--- src/cnfu_pkg.sv ---
// shared types, codes and helpers of the console number formatter
package cnfu_pkg;

    // request modes carried on the input tuser
    localparam logic [1:0] MODE_TEXT = 2'd0;
    localparam logic [1:0] MODE_RAW  = 2'd1;
    localparam logic [1:0] MODE_DEC  = 2'd2;
    localparam logic [1:0] MODE_HEX  = 2'd3;

    localparam int unsigned VALUE_W  = 32;
    localparam int unsigned CHAR_W   = 8;
    localparam int unsigned DIGITS   = 10;
    localparam int unsigned NIBBLES  = 8;

    localparam logic [3:0] IDX_FINAL = 4'd9;

    localparam logic [7:0] CH_ZERO = 8'h30;
    localparam logic [7:0] CH_X    = 8'h78;
    localparam logic [7:0] CH_A    = 8'h61;
    localparam logic [7:0] CH_CR   = 8'h0D;
    localparam logic [7:0] CH_LF   = 8'h0A;

    typedef logic [3:0] t_digit;

    // controller to datapath commands
    typedef struct packed {
        logic load;
        logic step;
        logic set_lead;
        logic emit;
    } t_cmd;

    // datapath to controller status
    typedef struct packed {
        logic conv_last;
        logic char_last;
        logic out_free;
    } t_status;

    // one nibble as a lower-case hex character
    function automatic logic [7:0] hex_char(input t_digit nib);
        logic [7:0] ch;
        if (nib < 4'd10) begin
            ch = CH_ZERO + {4'd0, nib};
        end else begin
            ch = CH_A + {4'd0, nib} - 8'd10;
        end
        return ch;
    endfunction

endpackage

--- src/cnfu_ctrl.sv ---
// sequencing state machine of the console number formatter
module cnfu_ctrl (
    input  logic               i_clk,
    input  logic               i_rst_n,
    input  logic               i_in_fire,
    input  logic [1:0]         i_mode,
    input  cnfu_pkg::t_status  i_status,
    output logic               o_in_ready,
    output cnfu_pkg::t_cmd     o_cmd
);

    localparam logic [1:0] ST_IDLE = 2'd0;
    localparam logic [1:0] ST_CONV = 2'd1;
    localparam logic [1:0] ST_LEAD = 2'd2;
    localparam logic [1:0] ST_EMIT = 2'd3;

    logic [1:0] r_state;
    logic [1:0] n_state;

    // state register
    always_ff @(posedge i_clk) begin
        if (!i_rst_n) begin
            r_state <= ST_IDLE;
        end else begin
            r_state <= n_state;
        end
    end

    // next state and commands
    always_comb begin
        n_state      = r_state;
        o_cmd        = '0;
        o_in_ready   = 1'b0;
        unique case (r_state)
            ST_IDLE: begin
                o_in_ready = 1'b1;
                if (i_in_fire) begin
                    o_cmd.load = 1'b1;
                    n_state = (i_mode == cnfu_pkg::MODE_DEC) ? ST_CONV : ST_EMIT;
                end
            end
            ST_CONV: begin
                o_cmd.step = 1'b1;
                if (i_status.conv_last) begin
                    n_state = ST_LEAD;
                end
            end
            ST_LEAD: begin
                o_cmd.set_lead = 1'b1;
                n_state = ST_EMIT;
            end
            ST_EMIT: begin
                if (i_status.out_free) begin
                    o_cmd.emit = 1'b1;
                    if (i_status.char_last) begin
                        n_state = ST_IDLE;
                    end
                end
            end
            default: begin
                n_state = ST_IDLE;
            end
        endcase
    end

endmodule

--- src/cnfu_datapath.sv ---
// conversion registers, character select and output register
module cnfu_datapath (
    input  logic              i_clk,
    input  logic              i_rst_n,
    input  cnfu_pkg::t_cmd    i_cmd,
    input  logic [1:0]        i_mode,
    input  logic [31:0]       i_value,
    input  logic              i_out_ready,
    output cnfu_pkg::t_status o_status,
    output logic              o_out_valid,
    output logic [7:0]        o_out_char,
    output logic              o_out_last
);

    logic [1:0]                                    r_mode;
    logic [cnfu_pkg::VALUE_W-1:0]                  r_value;
    logic [cnfu_pkg::VALUE_W-1:0]                  r_shift;
    logic [cnfu_pkg::DIGITS-1:0][3:0]              r_bcd;
    logic [cnfu_pkg::DIGITS-1:0][3:0]              n_bcd;
    logic [4:0]                                    r_bit_cnt;
    logic [3:0]                                    r_idx;
    logic [3:0]                                    n_lead;
    logic [3:0]                                    pos;
    logic [cnfu_pkg::NIBBLES-1:0][3:0]             nibs;
    logic [7:0]                                    byte_in;
    logic                                          is_lf;
    logic [7:0]                                    cur_char;
    logic                                          cur_last;
    logic                                          r_out_valid;
    logic [7:0]                                    r_out_char;
    logic                                          r_out_last;

    // one double-dabble step: add three to digits of five or more, then shift
    always_comb begin
        logic [cnfu_pkg::DIGITS*4-1:0] adj;
        for (int i = 0; i < cnfu_pkg::DIGITS; i++) begin
            adj[4*i +: 4] = (r_bcd[i] >= 4'd5) ? r_bcd[i] + 4'd3 : r_bcd[i];
        end
        n_bcd = {adj[cnfu_pkg::DIGITS*4-2:0], r_shift[cnfu_pkg::VALUE_W-1]};
    end

    // count of leading zero digits, keeping at least the units digit
    always_comb begin
        n_lead = cnfu_pkg::IDX_FINAL;
        for (int p = 1; p < cnfu_pkg::DIGITS; p++) begin
            if (r_bcd[p] != 4'd0) begin
                n_lead = cnfu_pkg::IDX_FINAL - 4'(p);
            end
        end
    end

    // character for the current index
    assign pos     = cnfu_pkg::IDX_FINAL - r_idx;
    assign nibs    = r_value;
    assign byte_in = r_value[7:0];
    assign is_lf   = (byte_in == cnfu_pkg::CH_LF);

    always_comb begin
        cur_char = byte_in;
        cur_last = 1'b1;
        unique case (r_mode)
            cnfu_pkg::MODE_TEXT: begin
                cur_char = (is_lf && r_idx == 4'd0) ? cnfu_pkg::CH_CR : byte_in;
                cur_last = !is_lf || (r_idx == 4'd1);
            end
            cnfu_pkg::MODE_RAW: begin
                cur_char = byte_in;
                cur_last = 1'b1;
            end
            cnfu_pkg::MODE_DEC: begin
                cur_char = cnfu_pkg::CH_ZERO + {4'd0, r_bcd[pos]};
                cur_last = (r_idx == cnfu_pkg::IDX_FINAL);
            end
            cnfu_pkg::MODE_HEX: begin
                if (r_idx == 4'd0) begin
                    cur_char = cnfu_pkg::CH_ZERO;
                end else if (r_idx == 4'd1) begin
                    cur_char = cnfu_pkg::CH_X;
                end else begin
                    cur_char = cnfu_pkg::hex_char(nibs[pos[2:0]]);
                end
                cur_last = (r_idx == cnfu_pkg::IDX_FINAL);
            end
            default: begin
                cur_char = byte_in;
                cur_last = 1'b1;
            end
        endcase
    end

    // working registers
    always_ff @(posedge i_clk) begin
        if (i_cmd.load) begin
            r_mode    <= i_mode;
            r_value   <= i_value;
            r_shift   <= i_value;
            r_bcd     <= '0;
            r_bit_cnt <= '0;
            r_idx     <= '0;
        end else if (i_cmd.step) begin
            r_bcd     <= n_bcd;
            r_shift   <= {r_shift[cnfu_pkg::VALUE_W-2:0], 1'b0};
            r_bit_cnt <= r_bit_cnt + 5'd1;
        end else if (i_cmd.set_lead) begin
            r_idx     <= n_lead;
        end else if (i_cmd.emit) begin
            r_idx     <= r_idx + 4'd1;
        end
    end

    // output register, freed by a transfer on the master side
    always_ff @(posedge i_clk) begin
        if (!i_rst_n) begin
            r_out_valid <= 1'b0;
        end else if (i_cmd.emit) begin
            r_out_valid <= 1'b1;
        end else if (i_out_ready) begin
            r_out_valid <= 1'b0;
        end
    end

    always_ff @(posedge i_clk) begin
        if (i_cmd.emit) begin
            r_out_char <= cur_char;
            r_out_last <= cur_last;
        end
    end

    // status back to the controller
    assign o_status.conv_last = (r_bit_cnt == 5'd31);
    assign o_status.char_last = cur_last;
    assign o_status.out_free  = !r_out_valid || i_out_ready;

    assign o_out_valid = r_out_valid;
    assign o_out_char  = r_out_char;
    assign o_out_last  = r_out_last;

endmodule

--- src/console_number_formatter_unit.sv ---
// top level of the console number formatter: controller plus datapath
// decimal requests: load, shift-add-3 conversion of every value bit, leading-zero
// scan, then one character per cycle while the output is free
// other requests: one character per cycle after the accepting cycle, while the output is free
// one request at a time; the next is taken while the last character waits
// synchronous active-low reset empties the output register and idles the sequencer
module console_number_formatter_unit (
    input  logic        i_clk,
    input  logic        i_rst_n,
    input  logic        s_axis_tvalid,
    output logic        s_axis_tready,
    input  logic [31:0] s_axis_tdata,   // [31:0] value
    input  logic [1:0]  s_axis_tuser,   // [1:0] mode
    output logic        m_axis_tvalid,
    input  logic        m_axis_tready,
    output logic [7:0]  m_axis_tdata,   // [7:0] char_out
    output logic        m_axis_tlast
);

    cnfu_pkg::t_cmd    cmd;
    cnfu_pkg::t_status status;
    logic              in_fire;

    // input transfer
    assign in_fire = s_axis_tvalid && s_axis_tready;

    cnfu_ctrl u_ctrl (
        .i_clk      (i_clk),
        .i_rst_n    (i_rst_n),
        .i_in_fire  (in_fire),
        .i_mode     (s_axis_tuser),
        .i_status   (status),
        .o_in_ready (s_axis_tready),
        .o_cmd      (cmd)
    );

    cnfu_datapath u_datapath (
        .i_clk       (i_clk),
        .i_rst_n     (i_rst_n),
        .i_cmd       (cmd),
        .i_mode      (s_axis_tuser),
        .i_value     (s_axis_tdata),
        .i_out_ready (m_axis_tready),
        .o_status    (status),
        .o_out_valid (m_axis_tvalid),
        .o_out_char  (m_axis_tdata),
        .o_out_last  (m_axis_tlast)
    );

endmodule

--- config.mk ---
export PLATFORM = sky130hd
export DESIGN_NAME = console_number_formatter_unit
export DESIGN_NICKNAME = d
export VERILOG_FILES = /design/src/cnfu_pkg.sv /design/src/cnfu_ctrl.sv /design/src/cnfu_datapath.sv /design/src/console_number_formatter_unit.sv
export SDC_FILE = /design/constraint.sdc
export NUM_CORES = 1
export LEC_CHECK = 0
export BUFFER_PORTS_ARGS = -buffer_cell sky130_fd_sc_hd__buf_2
export CAP_MARGIN = 5
export CELL_PAD_IN_SITES_DETAIL_PLACEMENT = 1
export CELL_PAD_IN_SITES_GLOBAL_PLACEMENT = 2
export CORE_MARGIN = 10
export CORE_UTILIZATION = 44
export DETAILED_ROUTE_END_ITERATION = 12
export PLACE_DENSITY = 0.83
export SLEW_MARGIN = 30
export SYNTH_ARGS = -nofsm -noshare
export SYNTH_HDL_FRONTEND = slang
export SYNTH_HIERARCHICAL = 1
export SYNTH_SLANG_ARGS = --single-unit
--- constraint.sdc ---
create_clock -name i_clk -period 5.7 [get_ports i_clk]
set_input_delay 1.425 -clock i_clk [delete_from_list [all_inputs] [get_ports i_clk]]
set_output_delay 1.425 -clock i_clk [all_outputs]
set_load 0.01 [all_outputs]
* After elaboration in Yosys (flattened, before gate mapping) *
Cells that the tools add are included.

word-level totals
  bits of input ports = 38
  word-level logic and storage cells = 137
  output and inout bits = 11
  register bits after elaboration = 127

operators by class
  equal/unequal tests = 15
  order comparisons = 13
  multiplexer cells = 48
  reduce and logical (&&, ||, !) cells = 24
  bitwise gates (word level) = 1
  $add $sub $neg = 17

operators by type and width
  cell                                                                                  count
  4-bit two-way mux                                                                     21
  32-bit two-way mux                                                                    2
  4-bit by 3-bit greater-or-equal comparator with 1-bit output (second input constant)  10
  4-bit by 2-bit adder with 4-bit output (second input constant)                        9
  4-bit nonzero test                                                                    9
  8-bit two-way mux                                                                     4
  8-bit case mux with 4 select lines                                                    1
  4-bit binary-select mux with 4-bit select                                             1
  6-bit by 4-bit adder with 7-bit output (first input constant)                         2
  4-bit binary-select mux with 3-bit select                                             1
  2-bit == test (second input constant)                                                 5
  1-bit two-way mux                                                                     10
  2-bit two-way mux                                                                     5
  7-bit by 4-bit adder with 8-bit output (first input constant)                         1
  8-bit by 4-bit == test with 1-bit output (second input constant)                      1
  2-bit case mux with 4 select lines                                                    1
  8-bit by 4-bit subtractor with 8-bit output (second input constant)                   1
  2-bit != test (second input constant)                                                 3
  2-bit nonzero test                                                                    3
  5-bit by 1-bit adder with 5-bit output (second input constant)                        1
  5-bit == test (second input constant)                                                 1
  4-bit by 5-bit less-than comparator with 1-bit output (second input constant)         1
  4-bit by 1-bit adder with 4-bit output (second input constant)                        1
  2-bit by 1-bit == test with 1-bit output (second input constant)                      2
  other kinds (18)                                                                      22

* Logic depth before layout (Yosys ltp) *
Gate-level depths: netlist of the first run.

  word-level depth = 11
  gate-level depth with buffers = 10
  mapped depth without buffers = 8

* Cells and area by module *
Netlist of the first run, hierarchy kept.

by module, submodules not included
  module                         cells an instance  seq. area each (sq um)  instances  area an instance (sq um)
  cnfu_datapath                  564                3253.1                  1          6496.2
  cnfu_ctrl                      21                 40.0                    1          187.7
  console_number_formatter_unit  1                  0.0                     1          6.3

* Least setup slack after synthesis of the first run *
OpenSTA, ideal clock, no wires.

  kind = input to register
  start point = in s_axis_tvalid
  end point = reg u_datapath/r_shift[0] in the netlist's numbering, enable pin
  buffers on the path = 2
  stages on the path = 5
  setup slack = 2.040 ns
  arrival = 3.286 ns
  setup time = 0.375 ns
  required time = 5.325 ns
  cells stage by stage = and2_1 > and2_2 > clkbuf_1 > clkbuf_1 > or2_2

RTL lines
  element               line                                 RTL
  from (decl)           console_number_formatter_unit.sv:10  input logic s_axis_tvalid,
  to (signal assigned)  cnfu_datapath.sv:96                  r_shift <= i_value;
  to (signal assigned)  cnfu_datapath.sv:102                 r_shift <= {r_shift[cnfu_pkg::VALUE_W-2:0], 1'b0};
  to (decl)             cnfu_datapath.sv:17                  logic [cnfu_pkg::VALUE_W-1:0] r_shift;

* Final worst setup path of the first run *
  start point = reg u_datapath.r_idx[1]
  end point = reg u_datapath.r_out_char[2] (netlist: u_datapath/o_out_char[2]), data pin

between the ends
  longest elaborated chain between the ends = 9
  elaborated cells on any way between the ends = 18
  classes of those cells = add/sub (5); order compare (1); eq/ne (1); mux (9); reduce/logical (2)

RTL lines
  element                                      line                  RTL
  from (decl)                                  cnfu_datapath.sv:21   logic [3:0] r_idx;
  from (signal assigned)                       cnfu_datapath.sv:105  r_idx <= n_lead;
  from (signal assigned)                       cnfu_datapath.sv:107  r_idx <= r_idx + 4'd1;
  4-bit subtractor                             cnfu_datapath.sv:53   assign pos = cnfu_pkg::IDX_FINAL - r_idx;
  4-bit binary-select mux with 3-bit select    cnfu_datapath.sv:80   cur_char = cnfu_pkg::hex_char(nibs[pos[2:0]]);
  4-bit two-way mux (not written as such)      cnfu_datapath.sv:80
  7-bit by 4-bit adder with 8-bit output       cnfu_pkg.sv:46        ch = CH_A + {4'd0, nib} - 8'd10;
  8-bit by 4-bit subtractor with 8-bit output  cnfu_pkg.sv:46
  8-bit two-way mux                            cnfu_pkg.sv:43        if (nib < 4'd10) begin
  8-bit two-way mux                            cnfu_datapath.sv:77   end else if (r_idx == 4'd1) begin
  8-bit two-way mux                            cnfu_datapath.sv:75   if (r_idx == 4'd0) begin
  8-bit case mux with 4 select lines (*)       cnfu_datapath.sv:61   unique case (r_mode)
  named net u_datapath.cur_char[2]             cnfu_datapath.sv:27   logic [7:0] cur_char;
  to (signal assigned)                         cnfu_datapath.sv:124  r_out_char <= cur_char;
  to (decl)                                    cnfu_datapath.sv:30   logic [7:0] r_out_char;

The timed path passes the listed nets; every way through them passes the cells marked *. The select of a mux whose other input is x is not followed.
A chain may end at the register's enable or synchronous reset.

==> results of run 1 <==
sequential cells by signal, indices dropped and copies added, names as in the netlist, 2 cells and up:
name and count:
u_ctrl/r_state 2, u_datapath/nibs 32, u_datapath/o_out_char 8, u_datapath/r_bcd 40
u_datapath/r_bit_cnt 5, u_datapath/r_idx 4, u_datapath/r_mode 2, u_datapath/r_shift 32
cell usage in the layout (no fill, tap or decap), drive strengths merged, types with 2 or more instances in the layout:
cell type | Yosys | final
edfxtp | 75 | 75
dfxtp | 52 | 52
buf | 11 | 52
inv | 33 | 43
a21oi | 35 | 35
nand2 | 34 | 34
mux2 | 34 | 34
ha | 33 | 33
nor2 | 32 | 32
nand2b | 32 | 32
o21ai | 26 | 26
mux2i | 26 | 26
xnor2 | 21 | 21
nand3 | 21 | 21
clkbuf | 16 | 17
mux4 | 14 | 14
o211ai | 12 | 12
a21o | 10 | 10
nor3b | 6 | 6
and2 | 5 | 5
nor2b | 4 | 4
xor2 | 4 | 4
or3b | 4 | 4
clkinv | 0 | 4
a31oi | 3 | 3
nor3 | 3 | 3
and3 | 3 | 3
a211oi | 3 | 3
or2 | 3 | 3
a221o | 2 | 2
nor4b | 2 | 2
a41oi | 2 | 2
or4 | 2 | 2
nand4 | 2 | 2
nor4 | 2 | 2
a21boi | 2 | 2
kinds of logic after synthesis:
family                     synth area share (%)
and+or+nand+nor                            12.7
DFF                                        49.2
AOI/OAI and AO/OA                          10.1
muxes                                      14.9
buffers and inverters                      3.68
adders and majority gates                  6.17
xor gates and xnor gates                   3.27
worst max-delay path, cell delays in order (launching register included):
cell	delay, ns
dfxtp_1	0.89
inv_1	0.37
ha_1	0.88
mux4_2	0.63
mux2i_4	0.24
ha_1	0.22
nand2_2	0.06
mux2i_1	0.12
a221o_1	0.32
power groups by stage:
stage	Sequential, mW	Combinational (mW)	Clock [mW]
after floorplan	1.40	1.01	0
after global placement	1.50	1.17	0
after detailed placement	1.52	1.23	0
after CTS	1.50	1.25	1.07
after global routing	1.53	1.37	1.12
final	1.50	1.24	1.05
final cells by class:
| cell class | instances | area [sq um] |
|---|---|---|
| clock inverters | 15 | 144 |
| clock buffers | 17 | 425 |
| fillers | 1598 | 7390 |
| inverters | 33 | 124 |
| multi-input cells | 399 | 3150 |
| well taps | 188 | 235 |
| flip-flops and latches | 127 | 3290 |
| repair buffers | 52 | 270 |
per-layer routing:
layer | GRT usage [%] | up-vias
met3 | 4.69 | 18
met1 | 21.8 | 2348
met5 | 0 | -
li1 | - | 2235
met4 | 5.75 | 0
met2 | 26.4 | 72
worst paths after layout:
check | start | slack [ns] | to
worst max-delay path | u_datapath/r_idx[1] | 1.71 | u_datapath/o_out_char[2]
worst min-delay path | u_datapath/r_bit_cnt[4] | 0.51 | u_datapath/r_bit_cnt[4]
worst max register to register | u_datapath/r_idx[1] | 1.71 | u_datapath/o_out_char[2]
worst min register to register | u_datapath/r_bit_cnt[4] | 0.51 | u_datapath/r_bit_cnt[4]
==> impl_metrics.tcl, run 1 <==
set metrics [dict create \
    status "finished clean" \
    ys.flop_type "edfxtp_1" \
    gp_congestion 0.810 \
    gr-usage-all-layers_pct 16.8 \
    p_leak_nw 2.84 \
    avgSynthCellArea_sq_um 11.4 \
    synth_top_area_cell "edfxtp_1" \
    placed_cells 799 \
    p_comb_share_pct 32.6 \
    power_mw 3.79 \
    clockPowerShare_pct 27.7 \
    yosys_register_bits 127 \
    cts_num_sinks 127 \
    cts-resized-gates 0 \
    insertedDiodeCount 0 \
    cts_tree "done" \
    synth_edf_count 75 \
    internal-power_mw 2.45 \
    rows 45 \
    worst_pin_slew_ns 0.914 \
    fmax_mhz 251 \
    via_count 4673 \
    yosysUniqueCellTypes 64 \
    whs_ns 0.514 \
    coreArea_sq_mm 0.0150 \
    cp-end-kind "flop" \
    yosysSeqAreaShare_pct 49.2 \
    hold_depth 2 \
    cts_htree_levels 4 \
    synthToLayoutAreaGrowth_pct 14.3 \
    min_path_type "flop to flop" \
    finalHoldViolCount 0 \
    grt_pass1_vias 4923 \
    critPathMaxFanout 22 \
    synth_top_area_share_pct 33.7 \
    port_buffers 48 \
    layout_setup_ws_ns 1.71 \
    wl_met3_um 584 \
    stdcell_area_sq_mm 0.00765 \
    hold_buffers 0 \
    met1Wirelength_um 7830 \
    place_area_sq_mm 0.00708 \
    first_pass_iters 5 \
    synth_nets 657 \
    via_per_inst 5.62 \
    start_util_pct 44.5 \
    hpwl_um 11700 \
    p_switching_mw 1.34 \
    synth_area_sq_mm 0.00669 \
    die_w_um 143 \
    clkLatencyLatePin_ns 0.43 \
    cts_buffers 17 \
    powerDensity_mw_per_mm2 495 \
    drv_cap 0 \
    cts_root_buf "clkbuf_16" \
    clkSlewWorstSetupHoldPaths_ns 0.06 \
    route.met2.wl_um 7910 \
    dp_slack_ns 1.74 \
    io_pins 49 \
    layout.nets 701 \
    yosysWarnings 6 \
    yosys-top-cells-area "edfxtp_1 (34%), dfxtp_1 (16%), ha_1 (6.2%)" \
    top_layer_used "met4" \
    ant_nets 0 \
    rsz0062_at_grt "no" \
    antenna_found_initial 0 \
    synth.most_common_cell "edfxtp_1" \
    setup_viol 0 \
    post_drt_wl_per_cell_um 19.9 \
    setup_tns_ns 0 \
    p_seq_share_pct 39.6 \
    syn_inst 586 \
    drt-initial-drc-count 243 \
    final_util_pct 50.9 \
    synth_common_cells "edfxtp_1 (75), dfxtp_1 (52), a21oi_1 (35)" \
    chipHeight_um 143 \
    critPathArrivalTime_ns 4.17 \
    fin_skew_ns 0.0174 \
    maxSlewViolCount 0 \
    post-route-drc-count 0 \
    final.period_utilization_pct 70.0 \
    wirelength_um 16600 \
    dieArea_sq_mm 0.0205 \
    clk_path_buf_depth 2 \
    grt-ovfl-total 0 \
    crit_type "flop to flop" \
    switching_share_pct 35.4 \
    post_cts_buffers 0 \
    slew_headroom_pct 39.0 \
    grt_max_degree 78 \
    ys_async_sr_fraction_pct 0 \
    cp.required_ns 5.88 \
    drive_gt1_share_pct 21.9 \
    reg2reg_depth 8 \
    ir_worst_vdd_uv 239 \
    grt_pass1_wl_um 26800 \
    crit_path_start_kind "flop" \
    period_minus_slack_ns 3.99 \
    final_cells 831 \
]
(Power assumes the default switching activity.)
==> inputs of run 2 (changes only) <==
--- a/config.mk
+++ b/config.mk
@@ -5,14 +5,15 @@
 export SDC_FILE = /design/constraint.sdc
 export NUM_CORES = 1
 export LEC_CHECK = 0
+export ABC_AREA = 1
 export BUFFER_PORTS_ARGS = -buffer_cell sky130_fd_sc_hd__buf_2
 export CAP_MARGIN = 5
 export CELL_PAD_IN_SITES_DETAIL_PLACEMENT = 1
 export CELL_PAD_IN_SITES_GLOBAL_PLACEMENT = 2
 export CORE_MARGIN = 10
-export CORE_UTILIZATION = 44
+export CORE_UTILIZATION = 33
 export DETAILED_ROUTE_END_ITERATION = 12
-export PLACE_DENSITY = 0.83
+export PLACE_DENSITY = 0.73
 export SLEW_MARGIN = 30
 export SYNTH_ARGS = -nofsm -noshare
 export SYNTH_HDL_FRONTEND = slang
==> constraint.sdc (replaced) <==
create_clock -name i_clk -period 3.3 [get_ports i_clk]
set_input_delay 0.825 -clock i_clk [delete_from_list [all_inputs] [get_ports i_clk]]
set_output_delay 0.825 -clock i_clk [all_outputs]
set_load 0.01 [all_outputs]
==> impl_metrics.tcl, run 2 <==
set metrics [dict create \
    status "finished clean" \
    synth_nets 903 \
    min_path_type "flop to flop" \
    port_buffers 48 \
    synth_top_family_by_area "simple AND/OR/NAND/NOR gates" \
    io_pins 49 \
    final_cells 1164 \
    cts_root_buf "clkbuf_16" \
    yosys.area_share.adder_pct 5.97 \
    dieArea_sq_mm 0.0272 \
    final_cell_mix "nand2_1 (228), inv_1 (117), edfxtp_1 (75), nand3_1 (61), o21ai_0 (57)" \
    maxSlewViolCount 0 \
    grt_pass1_wl_um 32300 \
    finalHoldViolCount 0 \
    synth_mux_area_share_pct 0 \
    grt_max_degree 53 \
    cp-end-kind "flop" \
    chipHeight_um 165 \
    rows 52 \
    cts_tree "done" \
    wirelength_um 19500 \
    insertedDiodeCount 0 \
    fmax_mhz 444 \
    slew_headroom_pct 51.9 \
    period_minus_slack_ns 2.25 \
    synth.most_common_cell "nand2_1" \
    yosys-top-cells-area "edfxtp_1 (33%), dfxtp_1 (15%), nand2_1 (12%)" \
    start_util_pct 33.9 \
    setup_tns_ns 0 \
    avgSynthCellArea_sq_um 8.32 \
    yosysSeqAreaShare_pct 47.6 \
    placed_cells 1132 \
    ys_async_sr_fraction_pct 0 \
    dp_slack_ns 0.957 \
    hpwl_um 13700 \
    drv_cap 0 \
    final_common_cell "nand2_1" \
    coreArea_sq_mm 0.0204 \
    synth_compound_area_share_pct 13.7 \
    setup_viol 0 \
    first_pass_iters 4 \
    crit_type "flop to flop" \
    largest_register "u_datapath/r_bcd" \
    synthXorXnorAreaFrac_pct 1.01 \
    cts-resized-gates 0 \
    cts_num_sinks 127 \
    layout_setup_ws_ns 1.05 \
    ys.flop_type "edfxtp_1" \
    grt-ovfl-total 0 \
    synth_area_sq_mm 0.00692 \
    fin_skew_ns 0.00875 \
    yosysWarnings 6 \
    crit_path_start_kind "flop" \
    p_leak_nw 3.47 \
    via_count 5725 \
    largest_register_ffs 40 \
    synth_top_area_share_pct 32.5 \
    syn_inst 832 \
    synth-simple-area-share_pct 21.9 \
    power_mw 8.18 \
    yosys_register_bits 127 \
    drt-initial-drc-count 242 \
    cts_htree_levels 4 \
    final.period_utilization_pct 68.3 \
    ant_nets 0 \
    post-route-drc-count 0 \
    via_per_inst 4.92 \
    synth_edf_count 75 \
    ir_worst_vdd_uv 360 \
    worst_pin_slew_ns 0.721 \
    synth_common_cells "nand2_1 (229), inv_1 (118), edfxtp_1 (75)" \
    cts_buffers 17 \
    clk_path_buf_depth 2 \
    powerDensity_mw_per_mm2 1020 \
    die_w_um 165 \
    post_drt_wl_per_cell_um 16.7 \
    clkLatencyLatePin_ns 0.43 \
    critPathMaxFanout 10 \
    post_cts_buffers 0 \
    cp.required_ns 3.48 \
    grt_pass1_vias 6171 \
    hold_buffers 0 \
    clkSlewWorstSetupHoldPaths_ns 0.06 \
    drive_gt1_share_pct 14.4 \
    yosysUniqueCellTypes 45 \
    final_util_pct 39.1 \
    critPathArrivalTime_ns 2.43 \
    gp_congestion 0.775 \
    synth_top_area_cell "edfxtp_1" \
    synthToLayoutAreaGrowth_pct 15.4 \
    antenna_found_initial 0 \
    gr-usage-all-layers_pct 15.0 \
    layout.nets 952 \
    rsz0062_at_grt "no" \
]
run 2: metrics by stage:
step           instance area (sq um)  hold WS [ns]
3_3_place_gp                    7400         0.427
2_1_floorplan                   6920         0.422
4_1_cts                         7990         0.473
5_1_grt                         7990         0.505
3_5_place_dp                    7400         0.455
6_report                        7990         0.470
run 2: critical path, stage by stage (launching register included):
cell	delay [ns]
dfxtp_1	0.61
buf_4	0.25
nor2_1	0.06
nor2_1	0.08
o21ai_1	0.07
nand2_1	0.07
inv_1	0.05
o21ai_2	0.14
inv_1	0.08
ha_1	0.20
nand2_1	0.09
nand3_1	0.09
o21ai_1	0.14
o21ai_1	0.08
run 2: cells by family after synthesis:
| family | Yosys count |
|---|---|
| AOI/OAI and AO/OA | 157 |
| xor gates and xnor gates | 8 |
| adders and majority gates | 33 |
| buffers and inverters | 156 |
| DFF | 127 |
| and+or+nand+nor | 351 |
run 2: cell type report:
| cell class | count | area [sq um] |
|---|---|---|
| clock buffers | 17 | 425 |
| multi-input cells | 549 | 2950 |
| clock inverters | 15 | 160 |
| flip-flops and latches | 127 | 3290 |
| repair buffers | 60 | 343 |
| fillers | 2484 | 12400 |
| inverters | 126 | 478 |
| well taps | 270 | 338 |
run 2: routing by layer:
metal / global-route usage, % / up-vias / share of wire, %
met3: 2.96 / 18 / 4.5
met2: 23.9 / 98 / 46
met5: 0 / - / 0
met4: 5.27 / 0 / 1.5
li1: - / 2865 / -
met1: 19.7 / 2744 / 47
run 2: final timing paths:
check	start	endpoint	slack, ns	depth (start not counted)
setup / recovery	u_datapath/r_idx[0]	u_datapath/o_out_char[4]	1.05	13
hold / removal	u_datapath/r_shift[31]	u_datapath/r_bcd[0]	0.47	2
setup reg to reg	u_datapath/r_idx[0]	u_datapath/o_out_char[4]	1.05	13
hold reg to reg	u_datapath/r_shift[31]	u_datapath/r_bcd[0]	0.47	2
run 2: power breakdown:
| part | internal (mW) | switching (mW) | total, mW |
|---|---|---|---|
| Combinational | 1.12 | 2.51 | 3.62 |
| Sequential | 2.37 | 0.293 | 2.66 |
| Clock | 1.08 | 0.821 | 1.90 |
